File: src/sv/tcm_pkg.sv
package tcm_pkg;

  localparam int unsigned RAW_BITS    = 12;
  localparam int unsigned SCREEN_BITS = 11;
  localparam int unsigned SIZE_BITS   = SCREEN_BITS + 1;
  localparam int unsigned CFG_BITS    = (RAW_BITS > SIZE_BITS) ? RAW_BITS : SIZE_BITS;
  localparam int unsigned PROD_BITS   = RAW_BITS + SIZE_BITS;
  localparam int unsigned IDX_BITS    = 3;

  localparam int unsigned ORI_SWAP     = 0;
  localparam int unsigned ORI_MIRROR_X = 1;
  localparam int unsigned ORI_MIRROR_Y = 2;

  localparam logic [RAW_BITS-1:0]  RAW_MIN_RST  = RAW_BITS'(0);
  localparam logic [RAW_BITS-1:0]  RAW_MAX_RST  = RAW_BITS'(4095);
  localparam logic [SIZE_BITS-1:0] WIDTH_RST    = SIZE_BITS'(320);
  localparam logic [SIZE_BITS-1:0] HEIGHT_RST   = SIZE_BITS'(240);

  typedef enum logic [IDX_BITS-1:0] {
    REG_RAW_MIN_X     = 3'd0,
    REG_RAW_MAX_X     = 3'd1,
    REG_RAW_MIN_Y     = 3'd2,
    REG_RAW_MAX_Y     = 3'd3,
    REG_SCREEN_WIDTH  = 3'd4,
    REG_SCREEN_HEIGHT = 3'd5,
    REG_ORIENTATION   = 3'd6
  } tcm_reg_e;

  typedef struct packed {
    logic [RAW_BITS-1:0] raw_x;
    logic [RAW_BITS-1:0] raw_y;
  } tcm_req_t;

  typedef struct packed {
    logic [SCREEN_BITS-1:0] pixel_x;
    logic [SCREEN_BITS-1:0] pixel_y;
  } tcm_res_t;

  // one axis after swap: offset from min, calibration span, effective size
  typedef struct packed {
    logic signed [RAW_BITS:0] num;
    logic signed [RAW_BITS:0] span;
    logic [SIZE_BITS-1:0]     size;
    logic                     mirror;
  } tcm_axis_t;

endpackage

File: src/sv/touch_coordinate_mapper.sv
// Touch coordinate mapper: turns one raw touch sample into one screen pixel
// through a linear calibration per axis, with optional axis swap and mirror.
// A request is taken whenever start_i is high; busy_o stays low, so a new
// request may follow in every cycle. The result appears with a one-cycle
// valid_o strobe. It passes 28 register stages, the first loaded at the
// accepting edge: input register, multiplier, one divider stage per
// quotient bit of the 24-bit scaled offset, sign/mirror, and clamp. Most
// of these stages form the restoring divider pipeline. The receiver cannot
// stall: each result must be taken in the cycle it is shown. Calibration
// registers are written through the cfg port, which is always ready; write
// them only with no request in flight.
module touch_coordinate_mapper
  import tcm_pkg::*;
(
  input  logic                clk_i,
  input  logic                rst_ni,
  input  logic                start_i,
  output logic                busy_o,
  input  tcm_req_t            req_i,
  output logic                valid_o,
  output tcm_res_t            res_o,
  input  logic                cfg_valid_i,
  output logic                cfg_ready_o,
  input  logic [IDX_BITS-1:0] cfg_index_i,
  input  logic [CFG_BITS-1:0] cfg_data_i
);

  logic [RAW_BITS-1:0]  min_x_q, max_x_q, min_y_q, max_y_q;
  logic [SIZE_BITS-1:0] width_q, height_q;
  logic [2:0]           orient_q;

  assign cfg_ready_o = 1'b1;
  assign busy_o      = 1'b0;

  always_ff @(posedge clk_i or negedge rst_ni) begin
    if (!rst_ni) begin
      min_x_q  <= RAW_MIN_RST;
      max_x_q  <= RAW_MAX_RST;
      min_y_q  <= RAW_MIN_RST;
      max_y_q  <= RAW_MAX_RST;
      width_q  <= WIDTH_RST;
      height_q <= HEIGHT_RST;
      orient_q <= '0;
    end else if (cfg_valid_i && cfg_ready_o) begin
      unique case (tcm_reg_e'(cfg_index_i))
        REG_RAW_MIN_X:     min_x_q  <= cfg_data_i[RAW_BITS-1:0];
        REG_RAW_MAX_X:     max_x_q  <= cfg_data_i[RAW_BITS-1:0];
        REG_RAW_MIN_Y:     min_y_q  <= cfg_data_i[RAW_BITS-1:0];
        REG_RAW_MAX_Y:     max_y_q  <= cfg_data_i[RAW_BITS-1:0];
        REG_SCREEN_WIDTH:  width_q  <= cfg_data_i[SIZE_BITS-1:0];
        REG_SCREEN_HEIGHT: height_q <= cfg_data_i[SIZE_BITS-1:0];
        REG_ORIENTATION:   orient_q <= cfg_data_i[2:0];
        default: ;
      endcase
    end
  end

  // size saturates to 1 .. 2^SCREEN_BITS
  function automatic logic [SIZE_BITS-1:0] eff_size(input logic [SIZE_BITS-1:0] s);
    logic [SIZE_BITS-1:0] r;
    if (s[SIZE_BITS-1]) begin
      r = {1'b1, {SCREEN_BITS{1'b0}}};
    end else if (s == '0) begin
      r = SIZE_BITS'(1);
    end else begin
      r = s;
    end
    return r;
  endfunction

  logic                 swap;
  logic [RAW_BITS-1:0]  a, b, a_lo, a_hi, b_lo, b_hi;
  logic signed [RAW_BITS:0] a_span, b_span;
  tcm_axis_t            ax_d, ay_d, ax_q, ay_q;
  logic                 in_valid_q;

  always_comb begin
    swap   = orient_q[ORI_SWAP];
    a      = swap ? req_i.raw_y : req_i.raw_x;
    b      = swap ? req_i.raw_x : req_i.raw_y;
    a_lo   = swap ? min_y_q : min_x_q;
    a_hi   = swap ? max_y_q : max_x_q;
    b_lo   = swap ? min_x_q : min_y_q;
    b_hi   = swap ? max_x_q : max_y_q;
    a_span = $signed({1'b0, a_hi}) - $signed({1'b0, a_lo});
    b_span = $signed({1'b0, b_hi}) - $signed({1'b0, b_lo});

    ax_d.num    = $signed({1'b0, a}) - $signed({1'b0, a_lo});
    ax_d.span   = (a_span == '0) ? $signed({{RAW_BITS{1'b0}}, 1'b1}) : a_span;
    ax_d.size   = eff_size(width_q);
    ax_d.mirror = orient_q[ORI_MIRROR_X];

    ay_d.num    = $signed({1'b0, b}) - $signed({1'b0, b_lo});
    ay_d.span   = (b_span == '0) ? $signed({{RAW_BITS{1'b0}}, 1'b1}) : b_span;
    ay_d.size   = eff_size(height_q);
    ay_d.mirror = orient_q[ORI_MIRROR_Y];
  end

  always_ff @(posedge clk_i or negedge rst_ni) begin
    if (!rst_ni) begin
      in_valid_q <= 1'b0;
    end else begin
      in_valid_q <= start_i && !busy_o;
    end
  end

  always_ff @(posedge clk_i) begin
    ax_q <= ax_d;
    ay_q <= ay_d;
  end

  logic x_valid, y_valid;

  tcm_axis u_axis_x (
    .clk_i   (clk_i),
    .rst_ni  (rst_ni),
    .valid_i (in_valid_q),
    .op_i    (ax_q),
    .valid_o (x_valid),
    .pix_o   (res_o.pixel_x)
  );

  tcm_axis u_axis_y (
    .clk_i   (clk_i),
    .rst_ni  (rst_ni),
    .valid_i (in_valid_q),
    .op_i    (ay_q),
    .valid_o (y_valid),
    .pix_o   (res_o.pixel_y)
  );

  assign valid_o = x_valid;

  a_axes_in_step: assert property (@(posedge clk_i) disable iff (!rst_ni)
    x_valid == y_valid)
    else $error("axis pipelines out of step");

endmodule

File: src/sv/tcm_axis.sv
module tcm_axis
  import tcm_pkg::*;
(
  input  logic                   clk_i,
  input  logic                   rst_ni,
  input  logic                   valid_i,
  input  tcm_axis_t              op_i,
  output logic                   valid_o,
  output logic [SCREEN_BITS-1:0] pix_o
);

  localparam int unsigned NS = PROD_BITS;
  localparam int unsigned VW = PROD_BITS + 3;

  // multiply stage operands
  logic signed [RAW_BITS:0] num_neg, span_neg;
  logic [RAW_BITS-1:0]      num_mag, span_mag;
  logic [PROD_BITS-1:0]     prod;

  always_comb begin
    num_neg  = -op_i.num;
    span_neg = -op_i.span;
    num_mag  = op_i.num[RAW_BITS]  ? num_neg[RAW_BITS-1:0]  : op_i.num[RAW_BITS-1:0];
    span_mag = op_i.span[RAW_BITS] ? span_neg[RAW_BITS-1:0] : op_i.span[RAW_BITS-1:0];
    prod     = {{SIZE_BITS{1'b0}}, num_mag} * {{RAW_BITS{1'b0}}, op_i.size};
  end

  // restoring divider, one quotient bit per stage; stage 0 is the product register
  logic                 v_q   [NS+1];
  logic [RAW_BITS-1:0]  rem_q [NS+1];
  logic [PROD_BITS-1:0] dq_q  [NS+1];
  logic [RAW_BITS-1:0]  dvs_q [NS+1];
  logic                 neg_q [NS+1];
  logic [SIZE_BITS-1:0] size_q[NS+1];
  logic                 mir_q [NS+1];

  logic [RAW_BITS:0]    trial [NS];
  logic [RAW_BITS:0]    diff  [NS];
  logic                 ge    [NS];
  logic [RAW_BITS-1:0]  rem_d [NS];
  logic [PROD_BITS-1:0] dq_d  [NS];

  always_comb begin
    for (int k = 0; k < NS; k++) begin
      trial[k] = {rem_q[k], dq_q[k][PROD_BITS-1]};
      diff[k]  = trial[k] - {1'b0, dvs_q[k]};
      ge[k]    = trial[k] >= {1'b0, dvs_q[k]};
      rem_d[k] = ge[k] ? diff[k][RAW_BITS-1:0] : trial[k][RAW_BITS-1:0];
      dq_d[k]  = {dq_q[k][PROD_BITS-2:0], ge[k]};
    end
  end

  always_ff @(posedge clk_i or negedge rst_ni) begin
    if (!rst_ni) begin
      for (int k = 0; k <= NS; k++) v_q[k] <= 1'b0;
    end else begin
      v_q[0] <= valid_i;
      for (int k = 0; k < NS; k++) v_q[k+1] <= v_q[k];
    end
  end

  always_ff @(posedge clk_i) begin
    rem_q[0]  <= '0;
    dq_q[0]   <= prod;
    dvs_q[0]  <= span_mag;
    neg_q[0]  <= op_i.num[RAW_BITS] ^ op_i.span[RAW_BITS];
    size_q[0] <= op_i.size;
    mir_q[0]  <= op_i.mirror;
    for (int k = 0; k < NS; k++) begin
      rem_q[k+1]  <= rem_d[k];
      dq_q[k+1]   <= dq_d[k];
      dvs_q[k+1]  <= dvs_q[k];
      neg_q[k+1]  <= neg_q[k];
      size_q[k+1] <= size_q[k];
      mir_q[k+1]  <= mir_q[k];
    end
  end

  // sign and mirror
  logic signed [VW-1:0] q_mag, q_s, sz_s, v_d;
  logic signed [VW-1:0] f1_v_q;
  logic [SIZE_BITS-1:0] f1_size_q;
  logic                 f1_valid_q;

  always_comb begin
    q_mag = $signed({3'b000, dq_q[NS]});
    q_s   = neg_q[NS] ? -q_mag : q_mag;
    sz_s  = $signed({{(VW-SIZE_BITS){1'b0}}, size_q[NS]});
    v_d   = mir_q[NS] ? (sz_s - VW'(1) - q_s) : q_s;
  end

  always_ff @(posedge clk_i or negedge rst_ni) begin
    if (!rst_ni) begin
      f1_valid_q <= 1'b0;
    end else begin
      f1_valid_q <= v_q[NS];
    end
  end

  always_ff @(posedge clk_i) begin
    f1_v_q    <= v_d;
    f1_size_q <= size_q[NS];
  end

  // clamp to 0 .. size - 1
  logic signed [VW-1:0]   f1_sz_s;
  logic [SIZE_BITS-1:0]   size_m1;
  logic [SCREEN_BITS-1:0] pix_d, pix_q;
  logic                   valid_q;

  always_comb begin
    f1_sz_s = $signed({{(VW-SIZE_BITS){1'b0}}, f1_size_q});
    size_m1 = f1_size_q - SIZE_BITS'(1);
    if (f1_v_q < 0) begin
      pix_d = '0;
    end else if (f1_v_q >= f1_sz_s) begin
      pix_d = size_m1[SCREEN_BITS-1:0];
    end else begin
      pix_d = f1_v_q[SCREEN_BITS-1:0];
    end
  end

  always_ff @(posedge clk_i or negedge rst_ni) begin
    if (!rst_ni) begin
      valid_q <= 1'b0;
    end else begin
      valid_q <= f1_valid_q;
    end
  end

  always_ff @(posedge clk_i) begin
    pix_q <= pix_d;
  end

  assign valid_o = valid_q;
  assign pix_o   = pix_q;

  a_divisor_nonzero: assert property (@(posedge clk_i) disable iff (!rst_ni)
    v_q[0] |-> (dvs_q[0] != '0))
    else $error("zero divisor entered the divider");

  a_rem_below_divisor: assert property (@(posedge clk_i) disable iff (!rst_ni)
    v_q[NS] |-> (rem_q[NS] < dvs_q[NS]))
    else $error("final remainder not below divisor");

  a_pix_in_range: assert property (@(posedge clk_i) disable iff (!rst_ni)
    $past(f1_valid_q) |-> ({1'b0, pix_o} < $past(f1_size_q)))
    else $error("pixel beyond screen size");

endmodule

File: config.mk
export PLATFORM = sky130hd
export DESIGN_NAME = touch_coordinate_mapper
export DESIGN_NICKNAME = d
export VERILOG_FILES = /design/src/sv/tcm_pkg.sv /design/src/sv/touch_coordinate_mapper.sv /design/src/sv/tcm_axis.sv
export SDC_FILE = /design/constraint.sdc
export NUM_CORES = 2
export LEC_CHECK = 0
export BUFFER_PORTS_ARGS = -buffer_cell sky130_fd_sc_hd__buf_2
export CORE_MARGIN = 5
export CORE_UTILIZATION = 59
export CTS_CLUSTER_SIZE = 16
export DETAILED_ROUTE_END_ITERATION = 12
export GPL_TIMING_DRIVEN = 1
export PLACE_DENSITY = 0.72
export REMOVE_ABC_BUFFERS = 1
export SYNTH_ARGS = -nofsm -noshare
export SYNTH_HDL_FRONTEND = slang
export SYNTH_SLANG_ARGS = --single-unit
File: constraint.sdc
create_clock -name clk_i -period 14.8 [get_ports clk_i]
set_input_delay 2.96 -clock clk_i [delete_from_list [all_inputs] [get_ports clk_i]]
set_output_delay 2.96 -clock clk_i [all_outputs]
set_load 0.1 [all_outputs]
; Word-level counts from Yosys, hierarchy flattened
; Memories as Yosys holds them, arrays and structs flattened.
; Index checks and enable logic that the tools add are counted.
[classes]
n_eq_ne = 6
reduce_logical = 14
bitwise = 2
n_addsub = 64
magnitude_cmp = 52
n_mul = 2
n_mux = 66
[ops]
columns = operator, n
row1 = $mux W12, 58
row2 = $ge A13 B12 Y1, 48
row3 = $sub A12 B12 Y12, 48
row4 = $mux W27, 4
row5 = $ge A27 B13 Y1, 2
row6 = $lt A27 B1 Y1 const B, 2
row7 = $neg A24 Y27, 2
row8 = $sub A13 B27 Y27, 2
row9 = $sub A12 B12 Y13, 4
row10 = $mul A12 B12 Y24, 2
row11 = $neg A12 Y12, 4
row12 = $logic_not A13 Y1, 2
row13 = $sub A12 B1 Y13 const B, 2
row14 = $logic_not A12 Y1, 2
row15 = $mux W11, 2
row16 = $sub A11 B1 Y11 const B, 2
row17 = $reduce_and A2 Y1, 7
row18 = $eq A3 B3 Y1 const B, 3
row19 = $eq A3 B2 Y1 const B, 2
row20 = $reduce_or A2 Y1, 2
row21 = $eq A3 B1 Y1 const B, 1
row22 = $logic_not A3 Y1, 1
row23 = $mux W1, 2
row24 = $xor A1 B1 Y1, 2
[word_totals]
ramBits = 3100
in_bits = 43
memories = 12
output_inout_bits = 25
ff_bits = 281
[mem_list]
columns = name, depth, word_bits, rd, rd_clocked_by_memory_dff, write_ports, line
row1 = u_axis_x.dq_q, 25, 24, 25, 0, 25, tcm_axis.sv:31  ; logic [PROD_BITS-1:0] dq_q [NS+1];
row2 = u_axis_y.dq_q, 25, 24, 25, 0, 25, tcm_axis.sv:31
row3 = u_axis_x.dvs_q, 25, 12, 24, 0, 25, tcm_axis.sv:32  ; logic [RAW_BITS-1:0] dvs_q [NS+1];
row4 = u_axis_x.rem_q, 25, 12, 24, 0, 25, tcm_axis.sv:30  ; logic [RAW_BITS-1:0] rem_q [NS+1];
row5 = u_axis_x.size_q, 25, 12, 25, 0, 25, tcm_axis.sv:34  ; logic [SIZE_BITS-1:0] size_q[NS+1];
row6 = u_axis_y.dvs_q, 25, 12, 24, 0, 25, tcm_axis.sv:32
row7 = +6 memories, --, --, --, --, --, --

; Logic depth before layout (Yosys ltp)
; An unclocked memory read counts as a cell.
[depth]
word_depth = 5
depth_mapped = 26

; Cells and area by module
; From an unflattened synthesis, not the netlist that was laid out.
[unflattened]
cells_unflattened = 10163
area_unflattened_um2 = 118919.1
[modules_own_cells]
columns = module, cells_each, area_each_um2, seq_area_each_um2, n_inst
row1 = tcm_axis (u_axis_y), 4860, 56223.9, 31985.7, 1
row2 = tcm_axis (u_axis_x), 4665, 55205.4, 31985.7, 1
row3 = touch_coordinate_mapper, 638, 7489.7, 3500.9, 1

; Worst setup path before layout
; Ideal clock, no wire load.
[synth_path]
kind = register -> register
start = register ax_q[26] (netlist bit)
end = memory u_axis_x.dq_q[0][23] (netlist bit)
setup_slack_ps = 8407
t_arrival_ps = 6321
path_stages_with_launch = 24
t_required_ps = 14728
n_path_buf = 1
cell_sequence = dfxtp_1 inv_1 nand2_1 or4b_2 o41ai_1 xnor2_1 clkbuf_1 nand2_1 fa_1 inv_1 fa_1 fa_1 fa_1 inv_1 fa_1 inv_1 ha_1 a21o_1 a21oi_1 o21ai_0 o41ai_1 o2111ai_1 a21oi_1 xnor2_1
[synth_rtl]
columns = item, line
row1 = from (decl), touch_coordinate_mapper.sv:74  ; tcm_axis_t ax_d, ay_d, ax_q, ay_q;
row2 = from (signal assigned), touch_coordinate_mapper.sv:108  ; ax_q <= ax_d;
row3 = to (decl), tcm_axis.sv:31

==> qor_table.md <==
| Quantity | This run |
| --- | --- |
| CTS tree | yes |
| Global-route total usage across every layer | 0.199 |
| Class of the tightest hold or removal check | reg2reg |
| Critical path startpoint | ax_q[26]$_DFF_P_ |
| Clock slew at reported path FFs | 60 ps |
| I/O pin count | 68 |
| Mean area per synthesized cell | 11.6 um^2 |
| Met2 track demand over resource | 0.365 |
| Share of flip-flops with an asynchronous set or reset after synthesis | 0.0311 |
| Via-per-instance ratio | 5.17 |
| Number of placement rows | 163 |
| Proportion of synthesized chip area in sequential cells | 0.569 |
| Fraction of layout instances using a drive strength above 1 | 0.112 |
| RePlAce Congestion | 0.876 |
| Number of buffers on the longest clock path | 4 |
| Setup TNS | 0 ps |
| Global-route met1 utilization | 0.230 |
| Most frequent cells in the layout | sky130_fd_sc_hd__dfxtp_1, sky130_fd_sc_hd__inv_1, sky130_fd_sc_hd__ha_1 |
| H-Tree Level Count | 5 |
| Die span in y | 456 um |
| Die width | 456 um |
| Clock buffer count from CTS | 325 |
| Crit. path cell count | 23 |
| Endpoint of the worst setup timing path | u_axis_x.dq_q[0][23]$_DFF_P_ |
| Clock insertion delay at the later pin of the skew report | 930 ps |
| Primary flip-flop cell chosen by synthesis mapping | sky130_fd_sc_hd__dfxtp_1 |
| Number of setup buffers added after CTS | 0 |
| Initial antenna violation count | 3 |
| Setup repair after global routing missed its margin | no |
| Pin count of the biggest net entering global routing | 58 |
| End of the worst register-to-register path | u_axis_x.dq_q[0][23]$_DFF_P_ |
| Delay-heaviest family, CP | adder cells |
| Half-perimeter wire length of the detailed placement result | 150 mm |
| Yosys warning count | 0 |
| Critical path launch point type | register |
| Detailed-route wire length | 209 mm |
| Post-route DRC violation count | 0 |
| Count of antenna-violating nets left after detailed routing | 0 |
| Data required time of the critical path | 15,640 ps |
| Count of flip-flops with a built-in enable after synthesis | 0 |
| Post-cts hold buffer count | 0 |
| Relative max-transition margin | 0.112 |
| Crit path max-delay cell type | sky130_fd_sc_hd__xnor2_1 |
| Most used cell along the critical path | sky130_fd_sc_hd__fa_1 |
| CP Capture Type | register |
| Number of buffers and inverters on the critical path | 4 |
| Worst R2R Path Depth | 23 |
| Most used routing layer | met2 |
| Cell count after synthesis | 10,127 |
| Number of gates resized after cts | 0 |
| DR WL/cell | 15.7 um |
| Count of final hold-check violations | 0 |
| Setup clock skew after layout | 46.3 ps |
| Arrival time reported for the critical path endpoint | 8380 ps |
| Vias post-DR | 68,659 |
| Reg-to-reg slack, setup | 7260 ps |
| Placed cell area | 0.121 mm^2 |
| Maximum net fanout on the critical path | 13 |
| Via count of the first global-routing pass | 72,147 |
| Initial standard-cell utilization of the core | 0.594 |
| Critical register-to-register path startpoint | ax_q[26]$_DFF_P_ |
| Slack of the critical path | 7260 ps |
| Total of flip-flops plus latches after synthesis | 3,309 |
| Setup slack after placement | 7170 ps |
| Tightest Pin Transition | 1320 ps |
| Most common library cell in the layout ignoring fill and taps | sky130_fd_sc_hd__dfxtp_1 |
| GRT met3 Usage | 0.0352 |
| Fin crit share | 0.509 |
| Net count, final | 11,511 |
| Chain of cells forming the critical path | inv_1 -> ha_1 -> nand2_1 -> or3_1 -> o31ai_1 -> xnor2_1 -> nand2_1 -> fa_1 -> inv_1 -> fa_1 -> fa_1 -> fa_1 -> inv_1 -> fa_1 -> inv_1 -> ha_1 -> a21o_1 -> a21oi_1 -> o21ai_0 -> o41ai_1 -> o2111ai_1 -> a21oi_1 -> xnor2_1 |
| Core ar. | 0.198 mm^2 |
| CP max stage delay | 1040 ps |
| First-pass GRT wire length | 349 mm |
| Router iterations before antenna repair | 5 |
| Peak Freq | 133 MHz |
| Area of the die | 0.208 mm^2 |
| Run status | complete, no violations |
| Post-synth design cell area | 0.117 mm^2 |
| Remaining global-route overflow | 0 |
| Time the final worst path needs with I/O delays and setup | 7540 ps |
| # port buffers | 65 |
| Drt first-iter violations | 2,985 |
| Final setup viols | 0 |
| Library cell used as clock root buffer | sky130_fd_sc_hd__clkbuf_16 |
| Count of cell types in the netlist | 74 |
| Layout Cell Area excl Fill | 0.132 mm^2 |
| Critical path type | reg2reg |
| Total number of clock tree sinks | 3,309 |
| Reported max-cap violation count | 0 |
| Final slew viol count | 0 |
| Layout-stage area growth over the synthesis result | 12.1% |
==> worst reg2reg max path, stage by stage (launching register included) <==
cell                        delay, ps
sky130_fd_sc_hd__dfxtp_1          660
sky130_fd_sc_hd__inv_1            140
sky130_fd_sc_hd__ha_1             240
sky130_fd_sc_hd__nand2_1           70
sky130_fd_sc_hd__or3_1            140
sky130_fd_sc_hd__o31ai_1           90
sky130_fd_sc_hd__xnor2_1         1040
sky130_fd_sc_hd__nand2_1          200
sky130_fd_sc_hd__fa_1             580
sky130_fd_sc_hd__inv_1             50
sky130_fd_sc_hd__fa_1             520
sky130_fd_sc_hd__fa_1             440
sky130_fd_sc_hd__fa_1             540
sky130_fd_sc_hd__inv_1             50
sky130_fd_sc_hd__fa_1             530
sky130_fd_sc_hd__inv_1             40
sky130_fd_sc_hd__ha_1             350
sky130_fd_sc_hd__a21o_1           190
sky130_fd_sc_hd__a21oi_1          190
sky130_fd_sc_hd__o21ai_0          200
sky130_fd_sc_hd__o41ai_1          610
sky130_fd_sc_hd__o2111ai_1        220
sky130_fd_sc_hd__a21oi_1          230
sky130_fd_sc_hd__xnor2_1          130
==> kinds of logic after synthesis <==
group / synth area share
AOI/OAI and AO/OA: 0.0739
buffers and inverters: 0.0391
DFF: 0.569
muxes: 0.0618
adders and majority gates: 0.129
xor gates and xnor gates: 0.0436
and+or+nand+nor: 0.0837
other: 0.0000639
==> per-stage QoR <==
| stage | cells | hold slack, ps | utilization |
|---|---|---|---|
| floorplan | 9975 | 310 | - |
| global placement | 12717 | 310 | 0.611 |
| detailed placement | 12717 | 312 | 0.611 |
| CTS | 13286 | 276 | 0.666 |
| global route | 13286 | 282 | 0.666 |
| finish | 13288 | 282 | 0.666 |
==> per-layer routing <==
layer / vias to the layer above / share of wire
met5: - / 0.000062
met4: 2 / 0.039
met3: 512 / 0.037
met2: 1162 / 0.51
met1: 32418 / 0.42
li1: 34565 / -
==> final cells by class <==
class | count | area, um^2
Sequential cell | 3309 | 66800
Fill cell | 14255 | 66000
Multi-Input combinational cell | 5598 | 46100
Clock buffer | 450 | 9370
Inverter | 1068 | 4010
Tap cell | 2640 | 3300
Clock inverter | 119 | 1470
Timing Repair Buffer | 102 | 606
Antenna cell | 2 | 5.00
==> registers in the layout, summed over array words and instances (netlist names), 25 cells and up <==
| register | flops |
|---|---|
| u_axis_x.rem_q | 276 |
| u_axis_x.v_q | 25 |
| u_axis_x.f1_v_q | 27 |
| u_axis_x.neg_q | 25 |
| u_axis_y.neg_q | 25 |
| u_axis_y.dq_q | 600 |
| u_axis_x.mir_q | 25 |
| ax_q | 39 |
| u_axis_x.dq_q | 600 |
| u_axis_y.f1_v_q | 27 |
| u_axis_x.dvs_q | 288 |
| u_axis_y.mir_q | 25 |
| u_axis_y.size_q | 300 |
| ay_q | 39 |
| u_axis_y.dvs_q | 288 |
| u_axis_x.size_q | 300 |
| u_axis_y.rem_q | 276 |
==> synthesized netlist by cell type, drive strengths merged, types with 32 or more instances <==
library cell  instances  area [um^2]
nand2b               56          350
mux2                502         5650
o21a                113          848
dfxtp              3206        64200
o41ai                33          297
o31a                 32          280
o31ai                39          293
nand3               133          666
nor2b               155          970
o2111ai              34          298
nor4                 38          238
or3                  47          304
a31oi                49          307
fa                  250         5000
nand2               545         2050
dfrtp                73         1830
or4                  39          300
a211oi               98          736
nor2                311         1170
mux2i               160         1600
and2                130          813
o21bai               51          383
xor2                158         1380
a21o                202         1520
xnor2               427         3740
a21oi               304         1520
clkbuf              141          529
o21ai               277         1390
inv                1068         4010
nand4               118          738
nor3                254         1270
ha                  814        10200
and3                 57          357
==> how the worst min path moves through the flow <==
stage                                  start                       endpoint  depth (start not counted)
2_1_floorplan   u_axis_x.dq_q[0][75]$_DFF_P_  u_axis_x.dq_q[0][100]$_DFF_P_                          0
3_3_place_gp    u_axis_x.mir_q[3][1]$_DFF_P_   u_axis_x.mir_q[4][0]$_DFF_P_                          0
3_5_place_dp   u_axis_x.dq_q[1][171]$_DFF_P_  u_axis_x.dq_q[1][196]$_DFF_P_                          0
4_1_cts        u_axis_y.dq_q[0][267]$_DFF_P_  u_axis_y.dq_q[0][292]$_DFF_P_                          0
5_1_grt        u_axis_y.dq_q[0][267]$_DFF_P_  u_axis_y.dq_q[0][292]$_DFF_P_                          0
6_report       u_axis_y.dq_q[0][267]$_DFF_P_  u_axis_y.dq_q[0][292]$_DFF_P_                          0
Power is left out: the tool's default activity adds up to more than one toggle a clock period on the data nets, which glitch-free logic cannot reach.
